--- config.mk ---
export PLATFORM = sky130hd
export DESIGN_NAME = cpig_div_step
export DESIGN_NICKNAME = d
export VERILOG_FILES = /design/src/rtl/core/conserved_to_primitive_ideal_gas_core_assert.svh /design/src/rtl/core/cpig_pkg.sv /design/src/rtl/core/cpig_div_step.sv
export SDC_FILE = /design/constraint.sdc
export NUM_CORES = 1
export LEC_CHECK = 0
export BUFFER_PORTS_ARGS = -buffer_cell sky130_fd_sc_hd__buf_2
export CORE_ASPECT_RATIO = 0.5
export CORE_MARGIN = 2
export CORE_UTILIZATION = 30
export CTS_BUF_LIST = sky130_fd_sc_hd__clkbuf_16
export DETAILED_ROUTE_END_ITERATION = 7
export GPL_TIMING_DRIVEN = 0
export MAX_ROUTING_LAYER = met4
export PLACE_DENSITY = 0.61
export SETUP_SLACK_MARGIN = 0.15
export SYNTH_ARGS = -nofsm -noshare
export SYNTH_HDL_FRONTEND = slang
export SYNTH_SLANG_ARGS = --single-unit
--- constraint.sdc ---
create_clock -name clk -period 1.16 [get_ports clk]
set_input_delay 0.174 -clock clk [delete_from_list [all_inputs] [get_ports clk]]
set_output_delay 0.174 -clock clk [all_outputs]
set_load 0.02 [all_outputs]
--- src/rtl/core/conserved_to_primitive_ideal_gas_core_assert.svh ---
`ifndef CONSERVED_TO_PRIMITIVE_IDEAL_GAS_CORE_ASSERT_SVH
`define CONSERVED_TO_PRIMITIVE_IDEAL_GAS_CORE_ASSERT_SVH

// implication checked at every edge, off while reset is held
`define CPIG_ASSERT_IMP(label, ante, cons, msg) \
	label: assert property (@(posedge clk) disable iff (!arst_n) (ante) |-> (cons)) \
		else $error(msg);

// implication whose consequent is checked at the edge after the antecedent
`define CPIG_ASSERT_NEXT(label, ante, cons, msg) \
	label: assert property (@(posedge clk) disable iff (!arst_n) (ante) |=> (cons)) \
		else $error(msg);

`endif

--- src/rtl/core/cpig_pkg.sv ---
package cpig_pkg;
	localparam int Lanes = 4;
	localparam int EkinLane = 3;
	localparam int DivSteps = 32;
	localparam int FractionBitsDefault = 16;
	localparam int GammaWidth = 19;
	localparam logic [GammaWidth-1:0] GammaReset = 19'd91750;
	localparam int GammaShift = 16;

	typedef struct packed {
		logic [31:0] rem;
		logic [31:0] acc;
	} lane_t;

	typedef struct packed {
		lane_t [Lanes-1:0] lane;
		logic [30:0] rho;
		logic [2:0] neg;
		logic [Lanes-1:0] ovf;
		logic signed [31:0] etot;
		logic bad;
	} div_word_t;
endpackage

--- src/rtl/core/cpig_div_step.sv ---
module cpig_div_step (
	input logic clk,
	input logic arst_n,
	input logic en,
	input logic in_valid,
	input cpig_pkg::div_word_t in_word,
	output logic out_valid,
	output cpig_pkg::div_word_t out_word
);
	import cpig_pkg::*;

	div_word_t nxt;
	logic valid_s1;
	div_word_t word_s1;

	always_comb begin
		logic [31:0] d;
		logic [32:0] t;
		logic ge;
		nxt = in_word;
		for (int i = 0; i < Lanes; i++) begin
			d = (i == EkinLane) ? {in_word.rho, 1'b0} : {1'b0, in_word.rho};
			t = {in_word.lane[i].rem, in_word.lane[i].acc[31]};
			ge = t >= {1'b0, d};
			nxt.lane[i].rem = ge ? 32'(t - {1'b0, d}) : t[31:0];
			nxt.lane[i].acc = {in_word.lane[i].acc[30:0], ge};
		end
	end

	always_ff @(posedge clk or negedge arst_n) begin
		if (!arst_n) begin
			valid_s1 <= 1'b0;
		end else if (en) begin
			valid_s1 <= in_valid;
		end
	end

	always_ff @(posedge clk) begin
		if (en) begin
			word_s1 <= nxt;
		end
	end

	assign out_valid = valid_s1;
	assign out_word = word_s1;
endmodule

-- Yosys cells after proc, flatten, opt, wreduce, memory -nomap -nowiden
Index checks and enable logic that the tools add are counted.
- add/sub/neg operators: 4
- mux-type cells: 4
- $lt $le $gt $ge: 4
- operators by type and width (kind ; number):
    two-way mux 32 bit ; 4
    greater-or-equal comparator 33 x 31 -> 1 bit ; 3
    subtractor 32 x 31 -> 32 bit ; 3
    greater-or-equal comparator 33 x 32 -> 1 bit ; 1
    subtractor 32 bit ; 1
- input bits: 331
- word-level logic and storage cells: 26
- register bits after elaboration: 328

-- Logic depth before layout (Yosys ltp)
- depth after elaboration: 2
- gate-level depth with buffers: 14
- depth with buffers taken out: 13

-- Worst setup path before layout
OpenSTA, ideal clock, no wires.
- kind: input to register
- start point: input port in_word[166] (netlist bit)
- end point: register word_s1, in the netlist out_word[195], data pin
- path buffers: 0
- library setup time: 0.256 ns
- data arrival time: 2.654 ns
- stages: 12
- slack: -1.750 ns
- path through: inv_1 ha_1 fa_1 nor2b_1 o31a_1 o41a_1 a41oi_1 a21o_1 o311ai_4 a21oi_2 or4b_1 a31o_2
- RTL lines (what ; RTL line ; RTL):
    start, declared ; cpig_div_step.sv:6 ; input cpig_pkg::div_word_t in_word,
    end signal, assigned ; cpig_div_step.sv:40 ; word_s1 <= nxt;
    end, declared ; cpig_div_step.sv:14 ; div_word_t word_s1;

==> results.md <==
- Synth Register Bits: 328
- Top cell types by occurrence after synthesis: edfxtp_1 (327), a21oi_1 (132), ha_1 (124)
- Worst hold margin: just over 0.007 ns
- Grt ovf: 0
- Initial antenna violation count: 14
- DR pass1 iterations: 5
- YS warnings: 0
- Setup CP Type: in -> reg
- Worst-margin pin slew: between 0.5 and 0.6 ns
- Slowest Stage Delay on Critical Path: between 0.4 and 0.5 ns
- Pleak: 14.0 nW
- Worst EP arrival: between 2 and 3 ns
- Clock share of power: a little over a quarter
- Final Hold Viols: 0
- First-pass GRT wire length: approximately 110000 µm
- Status: finished, violations left
- Sequential cell area: 0.00984 mm²
- Initial DRC Count: roughly 1200
- Initial Utilization: 30.3%
- CP endpoint kind: flop
- Fill count: about 4500
- Vias: roughly 18000
- Top FF cell, synth: edfxtp_1
- Top-area cell type share of the netlist area: a little over half
- Post-Syn Area: 0.0180 mm²
- Final Setup Violations: roughly 460
- Crit start category: input pin
- Placement Setup Slack: -2.63 ns
- Internal Dissipation: between 20 and 30 mW
- Post-Route WL: between 70000 and 80000 µm
- Net Sw Frac: a little under a third
- NetSw: ~13 mW
- Failing checks: setup timing
- Syn Inst Count: roughly 1500
- Largest fanout on the critical path: 7
- Layout Utilization: a little under three fifths
- Share of cells above drive strength 1: 49.8%
- DR WL/cell: 22.4 µm
- Die span in y: about 180 µm
- Max layer used: met4
- Number of I/O port buffers: around 660
- Pwr/cell area: between 1000 and 1500 mW/mm²
- Mapped Nets: roughly 2000
- Critical Path RT: 1.46 ns
- Die area: 0.0619 mm²
- Area of the multi-input gates: about 0.01 mm²
- Largest net degree at the start of global routing: ~110
- Synth cell types: 72
- Metal3 WL: 4620 µm
- Vias in the first global route: ~18000
- Vias/cell: 5.06
- CTS tree: done
- Post-DP HPWL: 50900 µm
- Final period util: 226%
- Area contributors post-synth: edfxtp_1 (55%), ha_1 (8.6%), a21oi_1 (3.7%)
- Final Worst Setup Slack: -1.46 ns
- Post-DP Area: roughly 0.023 mm²
- Sequential share of power: 36.4%
- Leading area contributor after synthesis: edfxtp_1
- Top Ports: about 660
- Worst-Skew Late Latency: 0.52 ns
- Number of placement rows: between 60 and 70
- Total global routing track utilization: 23.3%
- Hold Path Class: in -> reg
- Peak supply drop: ~0.0012 V
- Final #Nets: 3178
- Clk buf depth: 3
- Slew Viols, Final: 0
- Max Clock Freq: approximately 380 MHz
- Die X: ~350 µm
- Detail Route Antenna Nets: 0
- DR DRC count: 0
- Worst-path clk slew: 0.07 ns
- CTS H-tree depth: 2
- Crit path time final: between 2 and 3 ns
- Relative slew slack: 65.3%
- Fraction of registers with async set/reset: 0.305%
- Total CTS buffers: 35
- Core Region: roughly 0.06 mm²
- Root Buffer: clkbuf_16
- RSZ-0062 raised after global routing: true
- Critical-path top delay cell: a2111o_1
- WL met2: around 41000 µm
- Syn Area/Cell: between 10 and 15 µm²
- Cell with the most instances after synthesis: edfxtp_1
- Total power: between 40 and 50 mW
- Post-synthesis sequential area ratio: 54.8%
- CP Cell Sequence: buf_2 > clkinvlp_4 > ha_4 > a21o_1 > a31oi_1 > o21ai_1 > a2111o_1 > a311o_1 > buf_6 > buf_16 > buf_4 > nor2_1 > a21oi_2
- Met1 wire length: around 28000 µm
- Placer Congestion: a little over 0.9
- Layout area overhead: 87.1%
- Number of flops mapped to enable cells by yosys: approximately 330
- CTS Sinks: 328
- Comb power frac: 36.2%
- Setup Skew: 0 ns
- Fin area: 0.0336 mm²
- Maxcap violations: 0
==> what timing repair did <==
| action | in CTS | in global routing |
|---|---|---|
| pin swaps | 75 | 98 |
| setup endpoints to repair | 687 | 574 |
| buffers inserted | 159 | 43 |
| hold buffers | 287 | 2 |
| endpoints found under the hold margin | 286 | 2 |
| gates cloned | 16 | 3 |
| resized for setup | 518 | 567 |
==> cell families after synthesis <==
logic type      after synthesis  synth area share [%]
buf+inv                     100                  2.49
fa+ha+maj                   128                  9.09
xor+xnor                    104                  5.07
simple gates                372                  9.65
compound gates              427                  15.5
flops                       328                  54.8
mux                          53                  3.35
==> flip-flops by register name, indices dropped and copies added, names as in the netlist <==
name,cells
out_word,327
out_valid,1
==> power groups by stage <==
stage	Sequential [mW]	Clock, mW	Combinational, mW
5_1_grt	15.5	12.3	16.0
4_1_cts	15.2	11.8	13.3
6_report	15.4	11.6	15.3
2_1_floorplan	17.1	0	4.78
3_5_place_dp	15.3	0	10.2
3_3_place_gp	15.4	0	10.1
==> routing by layer <==
| layer | up-vias | GRT usage (%) |
|---|---|---|
| li1 | 8187 | - |
| met1 | 8812 | 24.9 |
| met2 | 788 | 41.1 |
| met3 | 281 | 3.93 |
| met4 | 0 | 13.4 |
| met5 | - | - |
==> cell type report <==
type	instances	share of cell area [%]
clock buffer	37	2.76
antenna	15	0.112
clock inverter	25	0.667
tap	812	3.02
sequential	328	29.3
inverter	60	0.991
buffer	40	1.56
timing repair buffer	1170	31.8
multi-input combinational	1084	29.8
==> stage by stage <==
| stage | std cells | setup TNS [ns] |
|---|---|---|
| floorplan | 1512 | -183.22 |
| global placement | 2982 | -1951.76 |
| detailed placement | 2984 | -458.68 |
| CTS | 3508 | -195.28 |
| global route | 3570 | -222.87 |
| finish | 3571 | -202.24 |
==> placed cells by master, fill, tap and decap left out, drive strengths merged, types with 8 or more instances in the layout <==
master,Yosys,routed
edfxtp,327,327
a211oi,14,14
nor3,22,22
o21bai,12,12
xnor2,56,56
clkinv,0,11
clkbuf,20,60
o31ai,10,10
a21oi,138,138
buf,20,896
and2,8,8
o21a,22,22
xor2,48,48
nor2b,19,19
nand3,22,22
dlygate4sd3,0,289
inv,60,46
and3,10,10
nand4,16,16
mux2,51,51
diode,0,15
clkinvlp,0,25
or3,8,8
nor2,116,116
a21o,48,48
a31oi,22,22
ha,124,124
nand2,114,114
o211ai,10,10
nand2b,14,14
o21ai,88,88
==> worst max-delay path, delay by kind of cell <==
family                   cells  cell delay (ns)
AND/OR/NAND/NOR              1             0.14
AO/OA/AOI/OAI                6             1.49
adder cells (fa/ha/maj)      1             0.33
buffers and inverters        5             0.79
==> worst paths after layout <==
path,startpoint,to,slack (ns),depth (start not counted)
worst min register to register,out_valid,out_valid,0.67,2
max in group asynchronous,arst_n,out_valid,0.51,3
worst max register to register,out_valid,out_valid,0.25,2
min in group asynchronous,arst_n,out_valid,0.52,3
worst min-delay path,in_word[231],out_word[232],0.007,3
worst max-delay path,in_word[64],out_word[108],-1.46,13
Note: power is estimated with default switching activity, not from simulation.
